$ cat src/hw/rtl/fpra_pkg.sv
// ----------------------------------------------------------------------------
// fpra_pkg: shared definitions for the first-fit page run allocator
// Sizes, field widths, status and command codes, sequencer states and the
// structs that carry memory requests and results between modules.
// ----------------------------------------------------------------------------
`default_nettype none

package fpra_pkg;

    // Sizing of the page bitmap and the allocation table.
    localparam int NUM_PAGES   = 1024;
    localparam int ALLOC_SLOTS = 64;

    localparam int PAGE_W = (NUM_PAGES > 1) ? $clog2(NUM_PAGES) : 1;
    localparam int SLOT_W = (ALLOC_SLOTS > 1) ? $clog2(ALLOC_SLOTS) : 1;

    // Fixed field widths of the ports.
    localparam int FIRST_W     = 10;
    localparam int COUNT_W     = 11;
    localparam int START_W     = 10;
    localparam int RUN_START_W = 10;
    localparam int FREED_W     = 11;

    // Derived internal widths.
    localparam int PTR_W  = PAGE_W + 1;
    localparam int SCNT_W = SLOT_W + 1;
    localparam int IDX_W  = (PAGE_W > START_W) ? PAGE_W : START_W;
    localparam int RUN_W  = (PAGE_W + 2 > COUNT_W) ? PAGE_W + 2 : COUNT_W;
    localparam int TBL_W  = PAGE_W + COUNT_W;

    typedef enum logic [1:0] {
        STAT_OK         = 2'd0,
        STAT_NO_SPACE   = 2'd1,
        STAT_NOT_FOUND  = 2'd2,
        STAT_TABLE_FULL = 2'd3
    } status_t;

    typedef enum logic {
        CMD_ALLOC = 1'b0,
        CMD_FREE  = 1'b1
    } cmd_t;

    typedef enum logic [2:0] {
        ST_INIT,
        ST_IDLE,
        ST_SLOT,
        ST_SCAN,
        ST_MARK,
        ST_LOOK,
        ST_UNMARK,
        ST_DONE
    } state_t;

    // Request to the page bitmap memory.
    typedef struct packed {
        logic              we;
        logic [PAGE_W-1:0] waddr;
        logic              wdata;
        logic [PAGE_W-1:0] raddr;
    } map_req_t;

    // Request to the allocation table memory.
    typedef struct packed {
        logic              we;
        logic [SLOT_W-1:0] waddr;
        logic [TBL_W-1:0]  wdata;
        logic [SLOT_W-1:0] raddr;
    } tbl_req_t;

    // One finished result.
    typedef struct packed {
        status_t                status;
        logic [RUN_START_W-1:0] run_start;
        logic [FREED_W-1:0]     freed_pages;
    } result_t;

endpackage

`default_nettype wire

$ cat src/hw/rtl/first_fit_page_run_allocator.sv
// An allocate finds the lowest free slot, scans the bitmap from first_page and marks the run;
// a free looks up the matching slot and clears its pages. Pages move one per cycle through
// the bitmap memory port. One transaction is in work at a time; the next is taken once
// the result sits in the output register. After reset a clearing pass empties the
// bitmap, during which no transaction is accepted.
// ----------------------------------------------------------------------------
// first_fit_page_run_allocator: first-fit page run allocator, top level
// Configuration register, output register and the bitmap and table memories
// around the allocator sequencer.
// ----------------------------------------------------------------------------
`default_nettype none

module first_fit_page_run_allocator (
    input  wire logic                                aclk,
    input  wire logic                                aresetn,
    input  wire logic                                s_valid,
    output logic                                     s_ready,
    input  wire logic                                s_command,
    input  wire logic [fpra_pkg::COUNT_W-1:0]        s_page_count,
    input  wire logic [fpra_pkg::START_W-1:0]        s_start_page,
    output logic                                     m_valid,
    input  wire logic                                m_ready,
    output logic      [1:0]                          m_status,
    output logic      [fpra_pkg::RUN_START_W-1:0]    m_run_start,
    output logic      [fpra_pkg::FREED_W-1:0]        m_freed_pages,
    input  wire logic                                cfg_valid,
    output logic                                     cfg_ready,
    input  wire logic [fpra_pkg::FIRST_W-1:0]        cfg_data
);

    logic [fpra_pkg::FIRST_W-1:0]   first_page_reg;
    logic                           m_valid_reg;
    fpra_pkg::result_t              out_reg;
    logic                           item_go;
    logic                           seq_idle;
    logic                           res_valid;
    logic                           result_take;
    fpra_pkg::result_t              result;
    fpra_pkg::map_req_t             map_req;
    fpra_pkg::tbl_req_t             tbl_req;
    logic                           map_rdata;
    logic [fpra_pkg::TBL_W-1:0]     tbl_rdata;

    // Handshakes.
    assign cfg_ready   = 1'b1;
    assign s_ready     = seq_idle;
    assign item_go     = s_valid && seq_idle;
    assign result_take = res_valid && (!m_valid_reg || m_ready);

    // Configuration register.
    always_ff @(posedge aclk) begin
        if (!aresetn) begin
            first_page_reg <= '0;
        end else if (cfg_valid) begin
            first_page_reg <= cfg_data;
        end
    end

    // Output register: frees the sequencer while the result waits.
    always_ff @(posedge aclk) begin
        if (!aresetn) begin
            m_valid_reg <= 1'b0;
        end else if (result_take) begin
            m_valid_reg <= 1'b1;
        end else if (m_ready) begin
            m_valid_reg <= 1'b0;
        end
    end

    always_ff @(posedge aclk) begin
        if (result_take) begin
            out_reg <= result;
        end
    end

    assign m_valid       = m_valid_reg;
    assign m_status      = out_reg.status;
    assign m_run_start   = out_reg.run_start;
    assign m_freed_pages = out_reg.freed_pages;

    // Sequencer.
    fpra_seq u_seq (
        .aclk            (aclk),
        .aresetn         (aresetn),
        .item_go         (item_go),
        .item_command    (s_command),
        .item_page_count (s_page_count),
        .item_start_page (s_start_page),
        .first_page      (first_page_reg),
        .map_rdata       (map_rdata),
        .tbl_rdata       (tbl_rdata),
        .result_take     (result_take),
        .idle            (seq_idle),
        .res_valid       (res_valid),
        .result          (result),
        .map_req         (map_req),
        .tbl_req         (tbl_req)
    );

    // Page mark bitmap.
    fpra_ram #(
        .WIDTH (1),
        .DEPTH (fpra_pkg::NUM_PAGES)
    ) u_map_ram (
        .aclk  (aclk),
        .we    (map_req.we),
        .waddr (map_req.waddr),
        .wdata (map_req.wdata),
        .raddr (map_req.raddr),
        .rdata (map_rdata)
    );

    // Allocation table: start page and page count per slot.
    fpra_ram #(
        .WIDTH (fpra_pkg::TBL_W),
        .DEPTH (fpra_pkg::ALLOC_SLOTS)
    ) u_tbl_ram (
        .aclk  (aclk),
        .we    (tbl_req.we),
        .waddr (tbl_req.waddr),
        .wdata (tbl_req.wdata),
        .raddr (tbl_req.raddr),
        .rdata (tbl_rdata)
    );

`ifndef SYNTHESIS
    // A failed or free result never reports a run start.
    a_fail_no_start: assert property (@(posedge aclk) disable iff (!aresetn)
        m_valid && (m_status != fpra_pkg::STAT_OK || m_freed_pages != '0)
        |-> m_run_start == '0)
        else $error("run start reported on a result without an allocation");

    // Only a successful free reports released pages.
    a_freed_only_ok: assert property (@(posedge aclk) disable iff (!aresetn)
        m_valid && m_status != fpra_pkg::STAT_OK |-> m_freed_pages == '0)
        else $error("freed pages reported on a failed transaction");

    // A transaction is never accepted right after another one.
    a_one_in_work: assert property (@(posedge aclk) disable iff (!aresetn)
        s_valid && s_ready |=> !s_ready)
        else $error("second transaction taken while one is in work");

    // The clearing pass keeps the input closed right after reset.
    a_clear_after_reset: assert property (@(posedge aclk) disable iff (!aresetn)
        $past(aresetn) == 1'b0 |-> !s_ready)
        else $error("input opened before the bitmap was cleared");
`endif

endmodule

`default_nettype wire

$ cat src/hw/rtl/fpra_ram.sv
// ----------------------------------------------------------------------------
// fpra_ram: generic single-clock RAM
// One write port and one read port, with the read data registered.
// ----------------------------------------------------------------------------
`default_nettype none

module fpra_ram #(
    parameter int WIDTH = 8,
    parameter int DEPTH = 16
) (
    input  wire logic                                      aclk,
    input  wire logic                                      we,
    input  wire logic [((DEPTH > 1) ? $clog2(DEPTH) : 1)-1:0] waddr,
    input  wire logic [WIDTH-1:0]                          wdata,
    input  wire logic [((DEPTH > 1) ? $clog2(DEPTH) : 1)-1:0] raddr,
    output logic      [WIDTH-1:0]                          rdata
);

    logic [WIDTH-1:0] mem_reg [DEPTH];

    // Write port and registered read port.
    always_ff @(posedge aclk) begin
        if (we) begin
            mem_reg[waddr] <= wdata;
        end
        rdata <= mem_reg[raddr];
    end

endmodule

`default_nettype wire

$ cat src/hw/rtl/fpra_seq.sv
// ----------------------------------------------------------------------------
// fpra_seq: allocator sequencer
// Walks the slot valid bits, scans the page bitmap one page per cycle,
// marks and unmarks runs and looks up the allocation table.
// ----------------------------------------------------------------------------
`default_nettype none

module fpra_seq (
    input  wire logic                            aclk,
    input  wire logic                            aresetn,
    input  wire logic                            item_go,
    input  wire logic                            item_command,
    input  wire logic [fpra_pkg::COUNT_W-1:0]    item_page_count,
    input  wire logic [fpra_pkg::START_W-1:0]    item_start_page,
    input  wire logic [fpra_pkg::FIRST_W-1:0]    first_page,
    input  wire logic                            map_rdata,
    input  wire logic [fpra_pkg::TBL_W-1:0]      tbl_rdata,
    input  wire logic                            result_take,
    output logic                                 idle,
    output logic                                 res_valid,
    output fpra_pkg::result_t                    result,
    output fpra_pkg::map_req_t                   map_req,
    output fpra_pkg::tbl_req_t                   tbl_req
);

    fpra_pkg::state_t                    state_reg, state_next;
    fpra_pkg::cmd_t                      cmd_reg, cmd_next;
    logic [fpra_pkg::COUNT_W-1:0]        count_reg, count_next;
    logic [fpra_pkg::START_W-1:0]        start_reg, start_next;
    logic [fpra_pkg::PTR_W-1:0]          ptr_reg, ptr_next;
    logic                                chk_vld_reg, chk_vld_next;
    logic [fpra_pkg::PTR_W-1:0]          chk_ptr_reg, chk_ptr_next;
    logic [fpra_pkg::SLOT_W-1:0]         chk_slot_reg, chk_slot_next;
    logic                                chk_valid_reg, chk_valid_next;
    logic [fpra_pkg::RUN_W-1:0]          run_reg, run_next;
    logic [fpra_pkg::PAGE_W-1:0]         base_reg, base_next;
    logic [fpra_pkg::PAGE_W-1:0]         end_reg, end_next;
    logic [fpra_pkg::SCNT_W-1:0]         slot_ptr_reg, slot_ptr_next;
    logic [fpra_pkg::SLOT_W-1:0]         slot_reg, slot_next;
    fpra_pkg::status_t                   status_reg, status_next;
    logic [fpra_pkg::RUN_START_W-1:0]    run_start_reg, run_start_next;
    logic [fpra_pkg::FREED_W-1:0]        freed_reg, freed_next;
    logic [fpra_pkg::ALLOC_SLOTS-1:0]    valid_reg, valid_next;

    logic [fpra_pkg::SLOT_W-1:0]         slot_idx;
    logic                                slot_is_free;
    logic                                slot_last;
    logic                                first_out;
    logic                                issue_page;
    logic                                issue_slot;
    logic [fpra_pkg::RUN_W-1:0]          run_inc;
    logic [fpra_pkg::RUN_W-1:0]          base_calc;
    logic                                scan_fit;
    logic                                scan_last;
    logic                                mark_last;
    logic [fpra_pkg::PAGE_W-1:0]         tbl_start;
    logic [fpra_pkg::COUNT_W-1:0]        tbl_pages;
    logic                                look_hit;
    logic                                look_last;
    logic                                unmark_last;
    logic                                init_last;
    logic                                count_zero;

    // Decision flags shared by the next-state and datapath logic.
    always_comb begin
        slot_idx     = slot_ptr_reg[fpra_pkg::SLOT_W-1:0];
        slot_is_free = !valid_reg[slot_idx];
        slot_last    = (slot_ptr_reg == fpra_pkg::SCNT_W'(fpra_pkg::ALLOC_SLOTS - 1));
        first_out    = ((fpra_pkg::IDX_W + 1)'(first_page)
                        >= (fpra_pkg::IDX_W + 1)'(fpra_pkg::NUM_PAGES));
        issue_page   = (ptr_reg < fpra_pkg::PTR_W'(fpra_pkg::NUM_PAGES));
        issue_slot   = (slot_ptr_reg < fpra_pkg::SCNT_W'(fpra_pkg::ALLOC_SLOTS));
        run_inc      = run_reg + fpra_pkg::RUN_W'(1);
        base_calc    = fpra_pkg::RUN_W'(chk_ptr_reg) + fpra_pkg::RUN_W'(1)
                       - fpra_pkg::RUN_W'(count_reg);
        scan_fit     = chk_vld_reg && !map_rdata
                       && (run_inc == fpra_pkg::RUN_W'(count_reg));
        scan_last    = chk_vld_reg
                       && (chk_ptr_reg == fpra_pkg::PTR_W'(fpra_pkg::NUM_PAGES - 1));
        mark_last    = (ptr_reg[fpra_pkg::PAGE_W-1:0] == end_reg);
        tbl_start    = tbl_rdata[fpra_pkg::TBL_W-1 -: fpra_pkg::PAGE_W];
        tbl_pages    = tbl_rdata[fpra_pkg::COUNT_W-1:0];
        look_hit     = chk_vld_reg && chk_valid_reg
                       && (fpra_pkg::IDX_W'(tbl_start) == fpra_pkg::IDX_W'(start_reg));
        look_last    = chk_vld_reg
                       && (chk_slot_reg == fpra_pkg::SLOT_W'(fpra_pkg::ALLOC_SLOTS - 1));
        unmark_last  = (count_reg == fpra_pkg::COUNT_W'(1));
        init_last    = (ptr_reg == fpra_pkg::PTR_W'(fpra_pkg::NUM_PAGES - 1));
        count_zero   = (item_page_count == '0);
    end

    // Next state.
    always_comb begin
        state_next = state_reg;
        case (state_reg)
            fpra_pkg::ST_INIT: begin
                if (init_last) begin
                    state_next = fpra_pkg::ST_IDLE;
                end
            end
            fpra_pkg::ST_IDLE: begin
                if (item_go) begin
                    if (fpra_pkg::cmd_t'(item_command) == fpra_pkg::CMD_FREE) begin
                        state_next = fpra_pkg::ST_LOOK;
                    end else if (count_zero) begin
                        state_next = fpra_pkg::ST_DONE;
                    end else begin
                        state_next = fpra_pkg::ST_SLOT;
                    end
                end
            end
            fpra_pkg::ST_SLOT: begin
                if (slot_is_free) begin
                    state_next = first_out ? fpra_pkg::ST_DONE : fpra_pkg::ST_SCAN;
                end else if (slot_last) begin
                    state_next = fpra_pkg::ST_DONE;
                end
            end
            fpra_pkg::ST_SCAN: begin
                if (scan_fit) begin
                    state_next = fpra_pkg::ST_MARK;
                end else if (scan_last) begin
                    state_next = fpra_pkg::ST_DONE;
                end
            end
            fpra_pkg::ST_MARK: begin
                if (mark_last) begin
                    state_next = fpra_pkg::ST_DONE;
                end
            end
            fpra_pkg::ST_LOOK: begin
                if (look_hit) begin
                    state_next = fpra_pkg::ST_UNMARK;
                end else if (look_last) begin
                    state_next = fpra_pkg::ST_DONE;
                end
            end
            fpra_pkg::ST_UNMARK: begin
                if (unmark_last) begin
                    state_next = fpra_pkg::ST_DONE;
                end
            end
            fpra_pkg::ST_DONE: begin
                if (result_take) begin
                    state_next = fpra_pkg::ST_IDLE;
                end
            end
            default: begin
                state_next = fpra_pkg::ST_INIT;
            end
        endcase
    end

    // Datapath registers: pointers, run length, slot choice and result.
    always_comb begin
        cmd_next       = cmd_reg;
        count_next     = count_reg;
        start_next     = start_reg;
        ptr_next       = ptr_reg;
        chk_vld_next   = chk_vld_reg;
        chk_ptr_next   = chk_ptr_reg;
        chk_slot_next  = chk_slot_reg;
        chk_valid_next = chk_valid_reg;
        run_next       = run_reg;
        base_next      = base_reg;
        end_next       = end_reg;
        slot_ptr_next  = slot_ptr_reg;
        slot_next      = slot_reg;
        status_next    = status_reg;
        run_start_next = run_start_reg;
        freed_next     = freed_reg;
        valid_next     = valid_reg;
        case (state_reg)
            fpra_pkg::ST_INIT: begin
                ptr_next = ptr_reg + fpra_pkg::PTR_W'(1);
            end
            fpra_pkg::ST_IDLE: begin
                if (item_go) begin
                    cmd_next       = fpra_pkg::cmd_t'(item_command);
                    count_next     = item_page_count;
                    start_next     = item_start_page;
                    slot_ptr_next  = '0;
                    chk_vld_next   = 1'b0;
                    run_start_next = '0;
                    freed_next     = '0;
                    status_next    = fpra_pkg::STAT_NO_SPACE;
                end
            end
            fpra_pkg::ST_SLOT: begin
                if (slot_is_free) begin
                    // Lowest free slot found; start the scan at the first page.
                    slot_next    = slot_idx;
                    ptr_next     = fpra_pkg::PTR_W'(first_page);
                    run_next     = '0;
                    chk_vld_next = 1'b0;
                    status_next  = fpra_pkg::STAT_NO_SPACE;
                end else if (slot_last) begin
                    status_next = fpra_pkg::STAT_TABLE_FULL;
                end else begin
                    slot_ptr_next = slot_ptr_reg + fpra_pkg::SCNT_W'(1);
                end
            end
            fpra_pkg::ST_SCAN: begin
                // Issue one bitmap read per cycle and check the one before.
                chk_vld_next = issue_page;
                chk_ptr_next = ptr_reg;
                if (issue_page) begin
                    ptr_next = ptr_reg + fpra_pkg::PTR_W'(1);
                end
                if (chk_vld_reg) begin
                    run_next = map_rdata ? '0 : run_inc;
                end
                if (scan_fit) begin
                    base_next = fpra_pkg::PAGE_W'(base_calc);
                    end_next  = chk_ptr_reg[fpra_pkg::PAGE_W-1:0];
                    ptr_next  = fpra_pkg::PTR_W'(base_calc);
                end else if (scan_last) begin
                    status_next = fpra_pkg::STAT_NO_SPACE;
                end
            end
            fpra_pkg::ST_MARK: begin
                if (mark_last) begin
                    valid_next[slot_reg] = 1'b1;
                    status_next          = fpra_pkg::STAT_OK;
                    run_start_next       = fpra_pkg::RUN_START_W'(base_reg);
                end else begin
                    ptr_next = ptr_reg + fpra_pkg::PTR_W'(1);
                end
            end
            fpra_pkg::ST_LOOK: begin
                // Issue one table read per cycle and compare the one before.
                chk_vld_next   = issue_slot;
                chk_slot_next  = slot_idx;
                chk_valid_next = issue_slot && valid_reg[slot_idx];
                if (issue_slot) begin
                    slot_ptr_next = slot_ptr_reg + fpra_pkg::SCNT_W'(1);
                end
                if (look_hit) begin
                    slot_next  = chk_slot_reg;
                    count_next = tbl_pages;
                    freed_next = fpra_pkg::FREED_W'(tbl_pages);
                    ptr_next   = fpra_pkg::PTR_W'(tbl_start);
                end else if (look_last) begin
                    status_next = fpra_pkg::STAT_NOT_FOUND;
                end
            end
            fpra_pkg::ST_UNMARK: begin
                ptr_next   = ptr_reg + fpra_pkg::PTR_W'(1);
                count_next = count_reg - fpra_pkg::COUNT_W'(1);
                if (unmark_last) begin
                    valid_next[slot_reg] = 1'b0;
                    status_next          = fpra_pkg::STAT_OK;
                end
            end
            fpra_pkg::ST_DONE: begin
            end
            default: begin
            end
        endcase
    end

    // Memory requests and status outputs.
    always_comb begin
        map_req.we    = 1'b0;
        map_req.waddr = ptr_reg[fpra_pkg::PAGE_W-1:0];
        map_req.wdata = 1'b0;
        map_req.raddr = ptr_reg[fpra_pkg::PAGE_W-1:0];
        tbl_req.we    = 1'b0;
        tbl_req.waddr = slot_reg;
        tbl_req.wdata = {base_reg, count_reg};
        tbl_req.raddr = slot_idx;
        case (state_reg)
            fpra_pkg::ST_INIT: begin
                map_req.we = 1'b1;
            end
            fpra_pkg::ST_MARK: begin
                map_req.we    = 1'b1;
                map_req.wdata = 1'b1;
                tbl_req.we    = mark_last;
            end
            fpra_pkg::ST_UNMARK: begin
                map_req.we = issue_page;
            end
            default: begin
            end
        endcase
        idle               = (state_reg == fpra_pkg::ST_IDLE);
        res_valid          = (state_reg == fpra_pkg::ST_DONE);
        result.status      = status_reg;
        result.run_start   = run_start_reg;
        result.freed_pages = freed_reg;
    end

    // Control registers.
    always_ff @(posedge aclk) begin
        if (!aresetn) begin
            state_reg    <= fpra_pkg::ST_INIT;
            ptr_reg      <= '0;
            chk_vld_reg  <= 1'b0;
            slot_ptr_reg <= '0;
            valid_reg    <= '0;
        end else begin
            state_reg    <= state_next;
            ptr_reg      <= ptr_next;
            chk_vld_reg  <= chk_vld_next;
            slot_ptr_reg <= slot_ptr_next;
            valid_reg    <= valid_next;
        end
    end

    // Payload registers.
    always_ff @(posedge aclk) begin
        cmd_reg       <= cmd_next;
        count_reg     <= count_next;
        start_reg     <= start_next;
        chk_ptr_reg   <= chk_ptr_next;
        chk_slot_reg  <= chk_slot_next;
        chk_valid_reg <= chk_valid_next;
        run_reg       <= run_next;
        base_reg      <= base_next;
        end_reg       <= end_next;
        slot_reg      <= slot_next;
        status_reg    <= status_next;
        run_start_reg <= run_start_next;
        freed_reg     <= freed_next;
    end

endmodule

`default_nettype wire

$ cat config.mk
export PLATFORM = sky130hd
export DESIGN_NAME = first_fit_page_run_allocator
export DESIGN_NICKNAME = d
export VERILOG_FILES = /design/src/hw/rtl/fpra_pkg.sv /design/src/hw/rtl/first_fit_page_run_allocator.sv /design/src/hw/rtl/fpra_ram.sv /design/src/hw/rtl/fpra_seq.sv
export SDC_FILE = /design/constraint.sdc
export NUM_CORES = 2
export LEC_CHECK = 0
export ABC_CLOCK_PERIOD_IN_PS = 54300
export BUFFER_PORTS_ARGS = -buffer_cell sky130_fd_sc_hd__buf_2
export CAP_MARGIN = 0
export CORE_ASPECT_RATIO = 0.5
export CORE_MARGIN = 4
export CORE_UTILIZATION = 65
export CTS_CLUSTER_SIZE = 30
export DETAILED_ROUTE_END_ITERATION = 8
export PLACE_DENSITY_LB_ADDON = 0.08
export REMOVE_ABC_BUFFERS = 1
export SYNTH_ARGS = -nofsm -noshare
export SYNTH_HDL_FRONTEND = slang
export SYNTH_HIERARCHICAL = 1
export SYNTH_SLANG_ARGS = --single-unit
$ cat constraint.sdc
create_clock -name aclk -period 54.3 [get_ports aclk]
set_clock_uncertainty 0.15 [all_clocks]
set_input_delay 5.43 -clock aclk [delete_from_list [all_inputs] [get_ports aclk]]
set_output_delay 5.43 -clock aclk [all_outputs]
set_load 0.005 [all_outputs]
==> results.yml <==
routing:
  vias_per_cell: 6.91
  drtIter0Drc: 9044
  drt-pass1-iter-count: 6
  wl_per_cell_um: 31.2
  final_antenna_net_count: 0
  vias: 60300
  drt-total-wl_um: 273000
  remaining_drc_errors: 0
worst_setup_path:
  crit_buf_inv: 1
  r2r-start: "u_seq/ptr_reg[0]"
  required_ns: 48.72
  crit_type: "reg -> out"
  arrival_ns: 2.84
  cp_max_fo: 20
  path_delay_family: "simple AND/OR/NAND/NOR gates"
  slowest_delay_ns: 0.83
  ff2ff_path_depth: 9
  reg2reg_slack_ns: 48.96
  path_cells: "nand2_1 -> nor2_1 -> buf_2"
  start_kind: "flip-flop"
  cp_slowest_cell: "dfxtp_1"
  cp-end-kind: "output port"
  reg2reg_to: "u_map_ram/rdata"
synth:
  synthAdderAreaFrac_pct: 0.297
  yosysTopAreaCell: "edfxtp_1"
  synth.most_common_cell: "edfxtp_1"
  synth_area_um2: 108000
  postSynth.asyncResetShare_pct: 0
  synth_cell_types: 92
  synth_warnings: 6
  synthXorXnorAreaFrac_pct: 0.600
  ys_seq_area_share_pct: 71.6
  synth_simple_gate_area_share_pct: 7.34
  synth_seq_cells: 2610
  synth_top_area_share_pct: 69.4
  muxShareOfSynthArea_pct: 14.2
  synth_top_family_by_area: "multiplexers"
  synth_common_cells: "2491 x edfxtp_1, 1226 x nor2_1, 566 x mux4_2"
  synth_edf_count: 2491
  syn_inst: 6446
  synth_ff_type: "edfxtp_1"
  synth_area_leaders: "edfxtp_1 69%, mux4_2 12%, nor2_1 4.3%"
  syn_area_per_cell_um2: 16.7
  synth_compound_area_share_pct: 3.42
floorplan:
  ioPinCount: 63
  die_x_um: 584
  die_area_um2: 173000
  die_y_um: 296
  row_count: 105
  core-area_um2: 164000
  start_util_pct: 65.6
clocking:
  cts_setup_buffers: 0
  cts_tree: "done"
  cts_buffer_depth: 4
  clkTransAtPathRegs_ns: 0.07
  cts-hold-fix-buffers: 0
  cts_num_sinks: 2610
  cts-resized-gates: 0
  worstSkewPairLatency_ns: 0.89
  cts_max_level: 4
  cts_buffers: 220
  root_buffer: "clkbuf_16"
sta:
  finalSetupViolCount: 0
  finalSetupTns_ns: 0
  timing_hold_violations_final: 0
  max_freq_mhz: 119
  period_minus_slack_ns: 8.42
  drv_slew: 159
  slew_headroom_pct: -3.22
  rsz0062_at_grt: "no"
  worst_pin_slew_ns: 1.55
  period_share_pct: 15.5
run_status:
  status: "complete, but fails checks"
  failed_checks: "slew limit"
placement:
  numPortBuffers: 61
  dp_hpwl_um: 148000
  place_congestion: 0.898
finish:
  largest_reg_flops: 1344
  fill_cells: 10100
  layout-drive-gt1-share_pct: 19.0
  syn_to_final_growth_pct: 8.49
  nets: 6422
  fin_util_pct: 71.1
hold_path:
  hold_start: "u_seq/status_reg[1]"
  min_path_cells: 0
  holdPathEnd: "m_status[1]"
  min_path_type: "reg -> reg"
grt:
  grtUsageTotal_pct: 31.8
  antenna_found_initial: 9
  grt-ovfl-total: 0
  grt_pass1_vias: 59700
  grt_pass1_wl_um: 399000
  grt_max_degree: 337
power_and_ir_drop:
  peakVddDrop_uv: 26.9
  power.density_nw_per_um2: 32.4
  p_leak_nw: 33.6
job:
  maxCapViolations: 0
-- through the flow --
| step | hold WS, ns | worst slack (ns) | cells | power, W | cell area, µm² |
|---|---|---|---|---|---|
| after floorplan | 0.250 | 24.31 | 5927 | 0.00227 | 105000 |
| after CTS | 0.277 | 45.91 | 8723 | 0.00381 | 117000 |
| final | 0.274 | 45.88 | 8727 | 0.00379 | 117000 |
| after detailed placement | 0.260 | 46.87 | 8331 | 0.00228 | 110000 |
| after global routing | 0.283 | 45.75 | 8723 | 0.00390 | 117000 |
| after global placement | 0.264 | 46.95 | 8331 | 0.00228 | 110000 |
-- routing by layer --
layer	global-route usage (%)	part of all wire [%]	vias up
met4	11.4	4.1	2
met5	0	0.0048	-
met1	45.1	37	31100
met2	50.6	48	3703
li1	-	-	24800
met3	5.98	11	591
-- where the power goes --
| part | switching, W | total (W) | internal (W) | leakage, nW |
|---|---|---|---|---|
| Sequential | 0.00000383 | 0.00217 | 0.00217 | 22.3 |
| Clock | 0.000701 | 0.00156 | 0.000855 | 3.40 |
| Combinational | 0.0000387 | 0.0000622 | 0.0000235 | 7.95 |
-- kinds of logic after synthesis --
family | Yosys count
flip-flops | 2610
XOR/XNOR | 66
buffers and inverters | 553
adder cells (fa/ha/maj) | 25
AND/OR/NAND/NOR | 1844
multiplexers | 798
other | 1
AO/OA/AOI/OAI | 549
-- cell type report --
cell class                      count  area (µm²)  share of cell area, %
Tap cell                         2193        2740                   2.35
Inverter                           34         128                  0.109
Multi-Input combinational cell   3283       28400                   24.3
Antenna cell                        4        10.0                0.00856
Timing Repair Buffer              211        1470                   1.26
Sequential cell                  2610       77200                   66.0
Clock buffer                      278        5930                   5.07
Clock inverter                    114         993                  0.850
-- worst max path at each step --
stage / endpoint / cells after the start / slack [ns] / startpoint
after floorplan: u_map_ram/mem_reg[0] / 2 / 24.31 / u_seq/state_reg[2]
after global placement: s_ready / 3 / 46.95 / u_seq/state_reg[0]
after detailed placement: s_ready / 3 / 46.87 / u_seq/state_reg[0]
after CTS: s_ready / 3 / 45.91 / u_seq/state_reg[0]
after global routing: s_ready / 3 / 45.75 / u_seq/state_reg[0]
final: s_ready / 3 / 45.88 / u_seq/state_reg[0]
-- cell usage in the layout (no fill, tap or decap), drive strengths merged, types with 33 or more instances in the layout --
cell / synthesis / final
a21oi: 149 / 149
a22oi: 34 / 34
and2: 33 / 33
buf: 229 / 211
clkbuf: 290 / 278
clkinv: 3 / 87
dfxtp: 119 / 119
edfxtp: 2491 / 2491
inv: 31 / 36
mux2i: 204 / 204
mux4: 580 / 580
nand2: 208 / 208
nand3: 82 / 82
nand4: 34 / 34
nor2: 1227 / 1227
nor2b: 52 / 52
nor3: 80 / 80
o21ai: 85 / 85
o221ai: 84 / 84
o22ai: 63 / 63
xnor2: 33 / 33
Power figures use the tool's default switching activity.
